## src/hw/rtl/assert_macros.svh

```systemverilog
// Assertion macros shared by the RTL. Each expects aclk and aresetn in scope.
`ifndef ASSERT_MACROS_SVH
`define ASSERT_MACROS_SVH

`ifndef SYNTHESIS

// The consequent must hold in the same cycle as the antecedent.
`define ASSERT_SAME_CYCLE(lbl, ante, cons) \
    lbl: assert property (@(posedge aclk) disable iff (!aresetn) (ante) |-> (cons)) \
        else $error("same-cycle assertion failed");

// The consequent must hold in the cycle after the antecedent.
`define ASSERT_NEXT_CYCLE(lbl, ante, cons) \
    lbl: assert property (@(posedge aclk) disable iff (!aresetn) (ante) |=> (cons)) \
        else $error("next-cycle assertion failed");

`else

`define ASSERT_SAME_CYCLE(lbl, ante, cons)
`define ASSERT_NEXT_CYCLE(lbl, ante, cons)

`endif

`endif

```

## src/hw/rtl/dcid_pkg.sv

```systemverilog
package dcid_pkg;

    // Command codes carried in s_tuser.
    localparam logic [2:0] CMD_TICK   = 3'd0;
    localparam logic [2:0] CMD_FRAME  = 3'd1;
    localparam logic [2:0] CMD_START  = 3'd2;
    localparam logic [2:0] CMD_ASSIGN = 3'd3;
    localparam logic [2:0] CMD_CLEAR  = 3'd4;

    // Discovery phases.
    localparam logic [2:0] PH_WAIT_EN     = 3'd0;
    localparam logic [2:0] PH_CHECK       = 3'd1;
    localparam logic [2:0] PH_ANNOUNCE    = 3'd2;
    localparam logic [2:0] PH_WAIT_ASSIGN = 3'd3;
    localparam logic [2:0] PH_REJOIN      = 3'd4;
    localparam logic [2:0] PH_ENABLED     = 3'd5;

    // Frame kinds to transmit.
    localparam logic [1:0] SEND_NONE     = 2'd0;
    localparam logic [1:0] SEND_ANNOUNCE = 2'd1;
    localparam logic [1:0] SEND_ACK      = 2'd2;
    localparam logic [1:0] SEND_REJOIN   = 2'd3;

    // Payload lengths.
    localparam logic [2:0] LEN_NONE     = 3'd0;
    localparam logic [2:0] LEN_ANNOUNCE = 3'd6;
    localparam logic [2:0] LEN_ID_FRAME = 3'd7;
    localparam logic [3:0] ASSIGN_MIN_LEN = 4'd7;

    // Configuration register indexes.
    localparam logic [2:0] REG_STATION_MAC = 3'd0;
    localparam logic [2:0] REG_SAVED_ID    = 3'd1;
    localparam logic [2:0] REG_RETRY       = 3'd2;
    localparam logic [2:0] REG_TIMEOUT     = 3'd3;
    localparam logic [2:0] REG_ASSIGN_FID  = 3'd4;

    localparam int TICK_CFG_W = 20;

    typedef logic [2:0]  cfg_index_t;
    typedef logic [47:0] cfg_data_t;
    typedef logic [71:0] in_data_t;
    typedef logic [23:0] out_data_t;

endpackage

```

## src/hw/rtl/daisy_chain_id_discovery.sv

```systemverilog
// Channel   | Direction | Handshake          | Payload
// s_        | in        | s_tvalid/s_tready  | tuser cmd, tdata frame and id fields
// m_        | out       | m_tvalid/m_tready  | tuser send kind, tdata send and status
// cfg_      | in        | cfg_valid/cfg_ready| cfg_index, cfg_data
//
// One item per cycle sustained while m_ is ready; an accepted item goes from the input
// register through one pass of sequencer logic into the result register, where m_
// takes it. Each item gives exactly one result. aresetn is synchronous and clears the
// phase, counters, pending assign and node id. A stalled m_ side holds the result; the
// input register still takes one more item before s_tready falls. Configuration writes
// are taken in any cycle.
`include "assert_macros.svh"

module daisy_chain_id_discovery #(
    parameter int COUNTER_WIDTH = 20
) (
    input  logic                   aclk,
    input  logic                   aresetn,

    input  logic                   s_tvalid,
    output logic                   s_tready,
    // aei_level, frame_ident, frame_length, frame_mac, id_value
    input  dcid_pkg::in_data_t     s_tdata,
    // cmd
    input  logic [2:0]             s_tuser,

    output logic                   m_tvalid,
    input  logic                   m_tready,
    // send_length, send_id, aeo_level, node_id, phase, id_store
    output dcid_pkg::out_data_t    m_tdata,
    // send_kind
    output logic [1:0]             m_tuser,

    input  logic                   cfg_valid,
    output logic                   cfg_ready,
    input  dcid_pkg::cfg_index_t   cfg_index,
    input  dcid_pkg::cfg_data_t    cfg_data
);
    import dcid_pkg::*;

    localparam int CW    = COUNTER_WIDTH;
    localparam int CMP_W = (CW > TICK_CFG_W) ? CW : TICK_CFG_W;
    localparam logic [CW-1:0] CNT_MAX = {CW{1'b1}};

    // Configuration registers.
    logic [47:0]           mac_reg;
    logic [TICK_CFG_W-1:0] retry_reg;
    logic [TICK_CFG_W-1:0] timeout_reg;
    logic [10:0]           assign_fid_reg;

    // Input register.
    logic        in_valid_reg;
    logic [2:0]  in_cmd_reg;
    logic        in_aei_reg;
    logic [10:0] in_fid_reg;
    logic [3:0]  in_len_reg;
    logic [47:0] in_mac_reg;
    logic [7:0]  in_idv_reg;

    // Sequencer state.
    logic [2:0]    phase_reg, phase_next;
    logic [7:0]    cur_id_reg, cur_id_next;
    logic          pend_valid_reg, pend_valid_next;
    logic [7:0]    pend_id_reg, pend_id_next;
    logic          aeo_reg, aeo_next;
    logic [CW-1:0] since_ann_reg, since_ann_next;
    logic [CW-1:0] since_start_reg, since_start_next;

    // Result register.
    logic       out_valid_reg;
    logic [1:0] out_kind_reg, out_kind_next;
    logic [2:0] out_len_reg, out_len_next;
    logic [7:0] out_sid_reg, out_sid_next;
    logic       out_store_reg, out_store_next;
    logic       out_aeo_reg;
    logic [7:0] out_node_reg;
    logic [2:0] out_phase_reg;

    logic          advance;
    logic [CW-1:0] ann_inc;
    logic [CW-1:0] start_inc;
    logic          frame_ok;

    assign advance   = in_valid_reg && (!out_valid_reg || m_tready);
    assign s_tready  = !in_valid_reg || advance;
    assign cfg_ready = 1'b1;

    assign m_tvalid = out_valid_reg;
    assign m_tuser  = out_kind_reg;
    assign m_tdata  = {out_store_reg, out_phase_reg, out_node_reg,
                       out_aeo_reg, out_sid_reg, out_len_reg};

    assign ann_inc   = (since_ann_reg == CNT_MAX) ? CNT_MAX : since_ann_reg + CW'(1);
    assign start_inc = (since_start_reg == CNT_MAX) ? CNT_MAX : since_start_reg + CW'(1);
    assign frame_ok  = (in_fid_reg == assign_fid_reg) && (in_len_reg >= ASSIGN_MIN_LEN)
                       && (in_mac_reg == mac_reg);

    always_comb begin
        phase_next       = phase_reg;
        cur_id_next      = cur_id_reg;
        pend_valid_next  = pend_valid_reg;
        pend_id_next     = pend_id_reg;
        aeo_next         = aeo_reg;
        since_ann_next   = since_ann_reg;
        since_start_next = since_start_reg;
        out_kind_next    = SEND_NONE;
        out_len_next     = LEN_NONE;
        out_sid_next     = 8'd0;
        out_store_next   = 1'b0;

        unique case (in_cmd_reg)
            CMD_TICK: begin
                since_ann_next   = ann_inc;
                since_start_next = start_inc;
                unique case (phase_reg)
                    PH_WAIT_EN: begin
                        if (in_aei_reg) begin
                            phase_next = PH_CHECK;
                        end
                    end
                    PH_CHECK: begin
                        if (cur_id_reg != 8'd0) begin
                            phase_next = PH_REJOIN;
                        end else begin
                            phase_next     = PH_ANNOUNCE;
                            since_ann_next = CNT_MAX;
                        end
                    end
                    PH_ANNOUNCE: begin
                        if ((CMP_W'(ann_inc) >= CMP_W'(retry_reg)) || (ann_inc == CNT_MAX)) begin
                            out_kind_next    = SEND_ANNOUNCE;
                            out_len_next     = LEN_ANNOUNCE;
                            since_ann_next   = '0;
                            since_start_next = '0;
                            phase_next       = PH_WAIT_ASSIGN;
                        end
                    end
                    PH_WAIT_ASSIGN: begin
                        if (pend_valid_reg) begin
                            pend_valid_next = 1'b0;
                            cur_id_next     = pend_id_reg;
                            out_store_next  = 1'b1;
                            out_kind_next   = SEND_ACK;
                            out_len_next    = LEN_ID_FRAME;
                            out_sid_next    = pend_id_reg;
                            aeo_next        = 1'b1;
                            phase_next      = PH_ENABLED;
                        end else if (CMP_W'(start_inc) >= CMP_W'(timeout_reg)) begin
                            phase_next = PH_ANNOUNCE;
                        end
                    end
                    PH_REJOIN: begin
                        out_kind_next = SEND_REJOIN;
                        out_len_next  = LEN_ID_FRAME;
                        out_sid_next  = cur_id_reg;
                        aeo_next      = 1'b1;
                        phase_next    = PH_ENABLED;
                    end
                    default: begin
                    end
                endcase
            end
            CMD_FRAME: begin
                if (frame_ok) begin
                    pend_id_next    = in_idv_reg;
                    pend_valid_next = 1'b1;
                end
            end
            CMD_START: begin
                since_start_next = '0;
                phase_next       = PH_WAIT_EN;
            end
            CMD_ASSIGN: begin
                cur_id_next    = in_idv_reg;
                out_store_next = 1'b1;
                if (phase_reg != PH_ENABLED) begin
                    aeo_next   = 1'b1;
                    phase_next = PH_ENABLED;
                end
            end
            CMD_CLEAR: begin
                cur_id_next     = 8'd0;
                out_store_next  = 1'b1;
                aeo_next        = 1'b0;
                pend_valid_next = 1'b0;
                phase_next      = PH_WAIT_EN;
            end
            default: begin
            end
        endcase
    end

    always_ff @(posedge aclk) begin
        if (s_tvalid && s_tready) begin
            in_cmd_reg <= s_tuser;
            in_aei_reg <= s_tdata[0];
            in_fid_reg <= s_tdata[11:1];
            in_len_reg <= s_tdata[15:12];
            in_mac_reg <= s_tdata[63:16];
            in_idv_reg <= s_tdata[71:64];
        end
        if (advance) begin
            out_kind_reg  <= out_kind_next;
            out_len_reg   <= out_len_next;
            out_sid_reg   <= out_sid_next;
            out_store_reg <= out_store_next;
            out_aeo_reg   <= aeo_next;
            out_node_reg  <= cur_id_next;
            out_phase_reg <= phase_next;
        end
    end

    always_ff @(posedge aclk) begin
        if (!aresetn) begin
            in_valid_reg    <= 1'b0;
            out_valid_reg   <= 1'b0;
            phase_reg       <= PH_WAIT_EN;
            cur_id_reg      <= 8'd0;
            pend_valid_reg  <= 1'b0;
            pend_id_reg     <= 8'd0;
            aeo_reg         <= 1'b0;
            since_ann_reg   <= '0;
            since_start_reg <= '0;
            mac_reg         <= 48'd0;
            retry_reg       <= TICK_CFG_W'(1000);
            timeout_reg     <= TICK_CFG_W'(5000);
            assign_fid_reg  <= 11'd129;
        end else begin
            if (s_tready) begin
                in_valid_reg <= s_tvalid;
            end
            if (advance) begin
                out_valid_reg <= 1'b1;
            end else if (m_tready) begin
                out_valid_reg <= 1'b0;
            end
            if (advance) begin
                phase_reg       <= phase_next;
                pend_valid_reg  <= pend_valid_next;
                pend_id_reg     <= pend_id_next;
                aeo_reg         <= aeo_next;
                since_ann_reg   <= since_ann_next;
                since_start_reg <= since_start_next;
            end
            // Writing the saved id loads the current id, ahead of any sequencer update.
            if (cfg_valid && (cfg_index == REG_SAVED_ID)) begin
                cur_id_reg <= cfg_data[7:0];
            end else if (advance) begin
                cur_id_reg <= cur_id_next;
            end
            if (cfg_valid) begin
                unique case (cfg_index)
                    REG_STATION_MAC: mac_reg        <= cfg_data;
                    REG_RETRY:       retry_reg      <= cfg_data[TICK_CFG_W-1:0];
                    REG_TIMEOUT:     timeout_reg    <= cfg_data[TICK_CFG_W-1:0];
                    REG_ASSIGN_FID:  assign_fid_reg <= cfg_data[10:0];
                    default: begin
                    end
                endcase
            end
        end
    end

    `ASSERT_SAME_CYCLE(a_ack_stores_id,
        out_valid_reg && (out_kind_reg == SEND_ACK),
        out_store_reg && out_aeo_reg && (out_phase_reg == PH_ENABLED))
    `ASSERT_SAME_CYCLE(a_none_is_empty,
        out_valid_reg && (out_kind_reg == SEND_NONE),
        (out_len_reg == LEN_NONE) && (out_sid_reg == 8'd0))
    `ASSERT_NEXT_CYCLE(a_result_tracks_phase,
        advance && aresetn,
        out_valid_reg && (out_phase_reg == phase_reg))

endmodule
```

## config.mk

```make
export PLATFORM = sky130hd
export DESIGN_NAME = daisy_chain_id_discovery
export DESIGN_NICKNAME = d
export VERILOG_FILES = /design/src/hw/rtl/dcid_pkg.sv /design/src/hw/rtl/daisy_chain_id_discovery.sv
export VERILOG_INCLUDE_DIRS = /design/src /design/src/hw/rtl
export SDC_FILE = /design/constraint.sdc
export NUM_CORES = 1
export LEC_CHECK = 0
export BUFFER_PORTS_ARGS = -buffer_cell sky130_fd_sc_hd__buf_2
export CORE_AREA = 2 2 206 208
export DETAILED_ROUTE_END_ITERATION = 10
export DIE_AREA = 0 0 208 210
export PLACE_DENSITY_LB_ADDON = 0.12
export REMOVE_ABC_BUFFERS = 1
export SLEW_MARGIN = 40
export SYNTH_ARGS = -nofsm -noshare
export SYNTH_HDL_FRONTEND = slang
export SYNTH_SLANG_ARGS = --single-unit
```

## constraint.sdc

```tcl
create_clock -name aclk -period 4.45 [get_ports aclk]
set_input_delay 0.445 -clock aclk [delete_from_list [all_inputs] [get_ports aclk]]
set_output_delay 0.445 -clock aclk [all_outputs]
set_load 0.01 [all_outputs]
```

==> results.md, run 1 <==
- Status: finished, final reports clean
- Cell family with most CP delay: compound AO/OA/AOI/OAI gates
- Share of layout cells above drive strength 1: 0.166
- Initial Util: 0.297
- GP Congestion: 0.824
- Post-route ant nets: 0
- Hold Path Class: in -> reg
- Distinct cell type count after synthesis: 62
- Largest net degree at the start of global routing: 86
- First drt pass iteration count: 5
- Top post-synthesis cells by area: dfxtp_1 (26%), edfxtp_1 (24%), nand2_1 (7.9%), a21oi_1 (6.1%), ha_1 (4.3%)
- Avg Inst Size Synth: 9.12 um2
- Logic pwr share: 0.061
- Total gr overflow: 0
- Bufs and invs on worst path: 0
- Cell taking the most area after synthesis: dfxtp_1
- TritonCTS Buffers: 31
- Vias: 9948
- Via count of the first global-routing pass: 10019
- Final min period: 4.10 ns
- YS warnings: 0
- Sequential power share: 0.460
- Storage cell area: 6220 um2
- Number of fill cells: 4371
- Total track usage: 0.163
- Synth top area share: 0.263
- WL final: 36.3 mm
- Worst-case clock buffer depth: 3
- Setup WS pre-CTS: 0.190 ns
- Switch share: 0.228
- FF+latch count, synth: 261
- Post-DR vias/cell: 4.86
- Top-count cell post-synth: nand2_1
- Cell Pwr Density: 386 nW/um2
- Internal power: 4390 uW
- RSZ-0062 raised after global routing: false
- Die H: 210 um
- Period utilization: 0.922
- PortBufs: 158
- Cts hold-fix bufs: 0
- Max_cap viols: 0
- Clk root buf: clkbuf_16
- Clock Sinks: 261
- Worst EP arrival: 4.53 ns
- Slew Limit Headroom: 0.483
- DP Wirelength: 25.2 mm
- Crit path launch type: flop
- CTS tree: yes
- Row count: 75
- Switching power: 1300 uW
- Number of enable flip-flop cells after synthesis: 99
- DRC viols: 0
- Crit end category: flop
- Io pins: 160
- Slowest CP cell: or3_4
- Clock Power Share: 0.479
- Max Freq: 244 MHz
- Fin. Hold Viols: 0
- Slew Limit Fails: 0
- Cell count after synthesis: 1352
- Post-synthesis sequential area ratio: 0.504
- Worst setup margin: 0.348 ns
- Ys flop type: dfxtp_1
- Measured slew at the worst slew-check pin: 0.774 ns
- H-tree depth: 1
- Async SR Flop Fraction: 0
- Clk_skew: 0.0109 ns
- Clock transition at path regs: 0.06 ns
- Worst endpoint required time: 4.88 ns
- Initial antenna violation count: 7
- Later-pin clock latency in the skew report: 0.57 ns
- CP Class: reg -> reg
- Final net count: 1656
- Die Wd: 208 um
- Leakage: 0.00578 uW
- VDD IR max: 281 uV
- Critical path peak fanout: 9
- Mapped cell area: 12300 um2
- Wire per inst: 17.7 um
- Number of DRC markers in iteration 0: 538
- Setup TNS Final: 0 ns
- Post-CTS setup buffer count: 0
- Global-route wire length before repair: 56.8 mm
- Synth top cells by count: nand2_1 (261), dfxtp_1 (162), a21oi_1 (150)
- Worst path cell trace: ha_1, and3_1, nand3_1, nor2_1, nand3_1, or3_4, and2_1, ha_1, nand2b_1, a211oi_1, o21bai_1, a221o_1, a41oi_2, a2111oi_0, a221o_1, a21oi_1
- Critical Path Max Stage Delay: 0.44 ns
- Post-cts gate resize count: 0
- Layout Area Growth over Synthesis: 19.6%
- Die area: 43700 um2
- Core ar.: 41500 um2
- Area of the multi-input gates: 5610 um2
- Setup-failing EPs final: 0
final timing paths:
check,startpoint,endpoint,slack [ns],cells after the start
setup reg to reg,since_start_reg[0],out_phase_reg[0],0.35,16
hold reg to reg,retry_reg[15],retry_reg[15],0.45,2
hold / removal,s_tuser[2],in_cmd_reg[2],0.05,1
setup / recovery,since_start_reg[0],out_phase_reg[0],0.35,16
metal layers:
metal / up-vias / wire, um / GRT usage
met5: - / 67 / 0
li1: 5014 / - / -
met2: 207 / 16700 / 0.270
met4: 10 / 756 / 0.0404
met3: 59 / 2010 / 0.0328
met1: 4658 / 16800 / 0.219
power by group through the flow:
| stage | Combinational (uW) | Clock [uW] | Sequential, uW |
|---|---|---|---|
| after floorplan | 170 | 0 | 2660 |
| after global placement | 350 | 0 | 2670 |
| after detailed placement | 353 | 0 | 2670 |
| after CTS | 354 | 2810 | 2620 |
| after global routing | 388 | 2910 | 2620 |
| final | 346 | 2730 | 2620 |
metrics by stage:
step | hold slack, ns | cells | area [um2] | total power [uW] | util
4_1_cts | 0.0107 | 2047 | 14700 | 5780 | 0.355
3_3_place_gp | 0.443 | 1989 | 13600 | 3020 | 0.329
3_5_place_dp | 0.447 | 1989 | 13600 | 3020 | 0.329
2_1_floorplan | 0.436 | 1271 | 12000 | 2830 | -
6_report | 0.0472 | 2049 | 14700 | 5690 | 0.356
5_1_grt | 0.0129 | 2048 | 14700 | 5920 | 0.356
cell usage in the layout (no fill, tap or decap), types with 5 or more instances in the layout:
cell type    n
a21o_1      10
a21oi_1    150
a221o_1      7
a221oi_1     8
a22o_1      20
a22oi_1      8
a31oi_1     10
and2_1       8
and3_1      10
buf_2      158
buf_4       20
bufinv_16    6
clkbuf_1     9
clkbuf_16   32
clkinv_2     5
dfxtp_1    162
edfxtp_1    99
ha_1        42
inv_1       47
mux2i_1     18
nand2_1    260
nand2b_1    11
nand3_1     37
nand4_1     25
nor2_1      87
nor2b_1      6
nor3_1      14
nor4_1      16
o211ai_1    12
o21ai_0     60
o31ai_1      6
or2_2        5
xnor2_1     35
xor2_1      43
area by class of cell:
class | count | area share
sequential | 261 | 0.421
clock inverter | 15 | 0.0154
multi-input combinational | 960 | 0.381
clock buffer | 43 | 0.0585
inverter | 50 | 0.0128
timing repair buffer | 179 | 0.0652
tap | 539 | 0.0457
antenna | 2 | 0.000339
cell families (layout without fill, tap and decap cells):
logic type	count (synthesis)	count (layout)	share of synthesized area
AND/OR/NAND/NOR	509	509	0.188
AO/OA/AOI/OAI	311	311	0.150
flip-flops	261	261	0.504
buffers and inverters	131	287	0.0437
XOR/XNOR	78	78	0.0554
adder cells (fa/ha/maj)	42	42	0.0426
multiplexers	19	19	0.0155
other	1	3	0.000304
Power figures use the tool's default switching activity.
==> run 2, diff against run 1 <==
--- a/config.mk
+++ b/config.mk
@@ -9,7 +9,8 @@
 export BUFFER_PORTS_ARGS = -buffer_cell sky130_fd_sc_hd__buf_2
 export CORE_AREA = 2 2 206 208
+export CTS_BUF_LIST = sky130_fd_sc_hd__clkbuf_8 sky130_fd_sc_hd__clkbuf_16
 export DETAILED_ROUTE_END_ITERATION = 10
 export DIE_AREA = 0 0 208 210
-export PLACE_DENSITY_LB_ADDON = 0.12
+export PLACE_DENSITY = 0.55
 export REMOVE_ABC_BUFFERS = 1
 export SLEW_MARGIN = 40
==> constraint.sdc (replaced) <==
create_clock -name aclk -period 4.45 [get_ports aclk]
set_input_delay 0.445 -clock aclk [delete_from_list [all_inputs] [get_ports aclk]]
set_output_delay 0.445 -clock aclk [all_outputs]
set_load 0.02 [all_outputs]
==> run 2 against run 1 <==
Sequential power is essentially flat. Clock skew grew 0.0024 ns. Critical path depth shrank 2. Power shrank 3.9%. Final area shrank 0.61%. Setup slack lost 0.022 ns.
==> results.md, run 2 (synthesis results as in run 1) <==
- Final net count: 1652
- Slew Limit Headroom: 0.461
- Switch share: 0.236
- Slowest CP cell: dfxtp_1
- Largest net degree at the start of global routing: 53
- Crit path launch type: flop
- Clock Sinks: 261
- Core ar.: 41500 um2
- Via count of the first global-routing pass: 9775
- CP Launch Point: since_ann_reg[0]
- Later-pin clock latency in the skew report: 0.56 ns
- Critical path peak fanout: 17
- Initial Util: 0.297
- Hold Path Class: in -> reg
- Period utilization: 0.927
- Post-route ant nets: 0
- Crit end category: flop
- Max_cap viols: 0
- Row count: 75
- Slew Limit Fails: 0
- Post-CTS setup buffer count: 0
- PortBufs: 158
- Placed cell areas: 13600 um2
- Share of layout cells above drive strength 1: 0.168
- CP Class: reg -> reg
- Clock Power Share: 0.457
- Clock transition at path regs: 0.06 ns
- DP Wirelength: 24.1 mm
- Leakage: 0.00577 uW
- Worst endpoint required time: 4.95 ns
- Internal power: 4180 uW
- Switching power: 1290 uW
- Die area: 43700 um2
- Cell family with most CP delay: simple AND/OR/NAND/NOR gates
- Worst EP arrival: 4.62 ns
- Setup TNS Final: 0 ns
- Die H: 210 um
- Bufs and invs on worst path: 0
- R2R Setup Slk: 0.33 ns
- Layout Area Growth over Synthesis: 18.8%
- Logic pwr share: 0.065
- Status: finished, final reports clean
- Final min period: 4.12 ns
- Levels on crit path: 14
- Most frequent cells in the layout: nand2_1 (260), dfxtp_1 (162), buf_2 (158)
- Critical Path Max Stage Delay: 0.47 ns
- DRC viols: 0
- Max Freq: 242 MHz
- Worst Reg2Reg Path Length in Cells: 14
- Worst-case clock buffer depth: 3
- WL final: 34.4 mm
- Vias: 10081
- Post-cts gate resize count: 0
- RSZ-0062 raised after global routing: false
- First drt pass iteration count: 7
- VDD IR max: 298 uV
- Cts hold-fix bufs: 0
- Worst path cell trace: ha_1, nand4_1, nor4_4, nand2b_1, and2_1, ha_1, nand2b_1, a2111o_1, a31oi_1, o21ai_0, a31oi_1, and2_1, and3_4, a22o_1
- Measured slew at the worst slew-check pin: 0.803 ns
- GP Congestion: 0.877
- R2R Path Start: since_ann_reg[0]
- Wire per inst: 16.8 um
- Global-route wire length before repair: 54.0 mm
- Clk_skew: 0.0133 ns
- Worst Setup EP: since_start_reg[19]
- Setup-failing EPs final: 0
- Clk root buf: clkbuf_16
- Tot Pwr: 5470 uW
- Sequential power share: 0.479
- Die Wd: 208 um
- CTS tree: yes
- Post-DR vias/cell: 4.92
- H-tree depth: 1
- Total track usage: 0.154
- Number of DRC markers in iteration 0: 796
- Total gr overflow: 0
- Non-Filler Cell Area, Final: 14700 um2
- Initial antenna violation count: 8
- Hold_sp: s_tdata[43]
- Worst r2r dst: since_start_reg[19]
- Most common cell after layout, fill and taps aside: nand2_1
- Cell Pwr Density: 373 nW/um2
- TritonCTS Buffers: 30
- Fin. Hold Viols: 0
- Io pins: 160
-- run 2: changes by cell type in the layout (fill, tap and decap cells not counted), moves of 2 or more --
cell	delta
clkbuf_1	-9
clkinv_1	-3
clkinv_2	+4
bufinv_16	-4
clkbuf_8	+2
clkinvlp_4	+2
diode_2	+3
inv_1	+5
buf_4	-2
-- run 2: how the worst min path moves through the flow --
stage,slack [ns],depth (start not counted),end
2_1_floorplan,0.44,2,retry_reg[10]
3_3_place_gp,0.44,2,timeout_reg[11]
3_5_place_dp,0.45,2,timeout_reg[16]
4_1_cts,0.04,1,in_mac_reg[25]
5_1_grt,0.03,1,in_idv_reg[6]
6_report,0.06,1,in_mac_reg[27]
-- run 2: layer usage --
metal / vias up / wire [um] / global-route usage
li1: 5008 / - / -
met1: 4708 / 16000 / 0.211
met2: 294 / 15300 / 0.240
met3: 65 / 2020 / 0.0283
met4: 6 / 1090 / 0.0602
met5: - / 41 / 0
-- run 2: worst reg2reg max path: stages (launching register included) --
cell      delay [ns]
dfxtp_1         0.47
ha_1            0.35
nand4_1         0.26
nor4_4          0.34
nand2b_1        0.13
and2_1          0.18
ha_1            0.25
nand2b_1        0.14
a2111o_1        0.40
a31oi_1         0.17
o21ai_0         0.11
a31oi_1         0.24
and2_1          0.41
and3_4          0.42
a22o_1          0.20
-- run 2: stage by stage --
| stage | hold WS, ns | util | instances | setup slack, ns |
|---|---|---|---|---|
| floorplan | 0.436 | - | 1271 | 0.383 |
| global placement | 0.443 | 0.328 | 1986 | 0.338 |
| detailed placement | 0.447 | 0.328 | 1986 | 0.249 |
| CTS | 0.0359 | 0.353 | 2042 | 0.226 |
| global route | 0.0303 | 0.353 | 2045 | 0.0342 |
| finish | 0.0566 | 0.353 | 2047 | 0.326 |
-- run 2: area by class of cell --
type | instances | area, um2
fillers | 4254 | 26800
clock inverters | 20 | 159
inverters | 50 | 191
diodes | 5 | 12.5
well taps | 539 | 674
multi-input cells | 960 | 5620
repair buffers | 176 | 926
clock buffers | 36 | 856
flip-flops and latches | 261 | 6220
-- run 2: power by group through the flow --
stage	clock network [uW]	registers, uW	logic (uW)
6_report	2500	2620	353
5_1_grt	2660	2620	391
4_1_cts	2560	2620	357
3_5_place_dp	0	2670	355
3_3_place_gp	0	2670	351
2_1_floorplan	0	2670	170
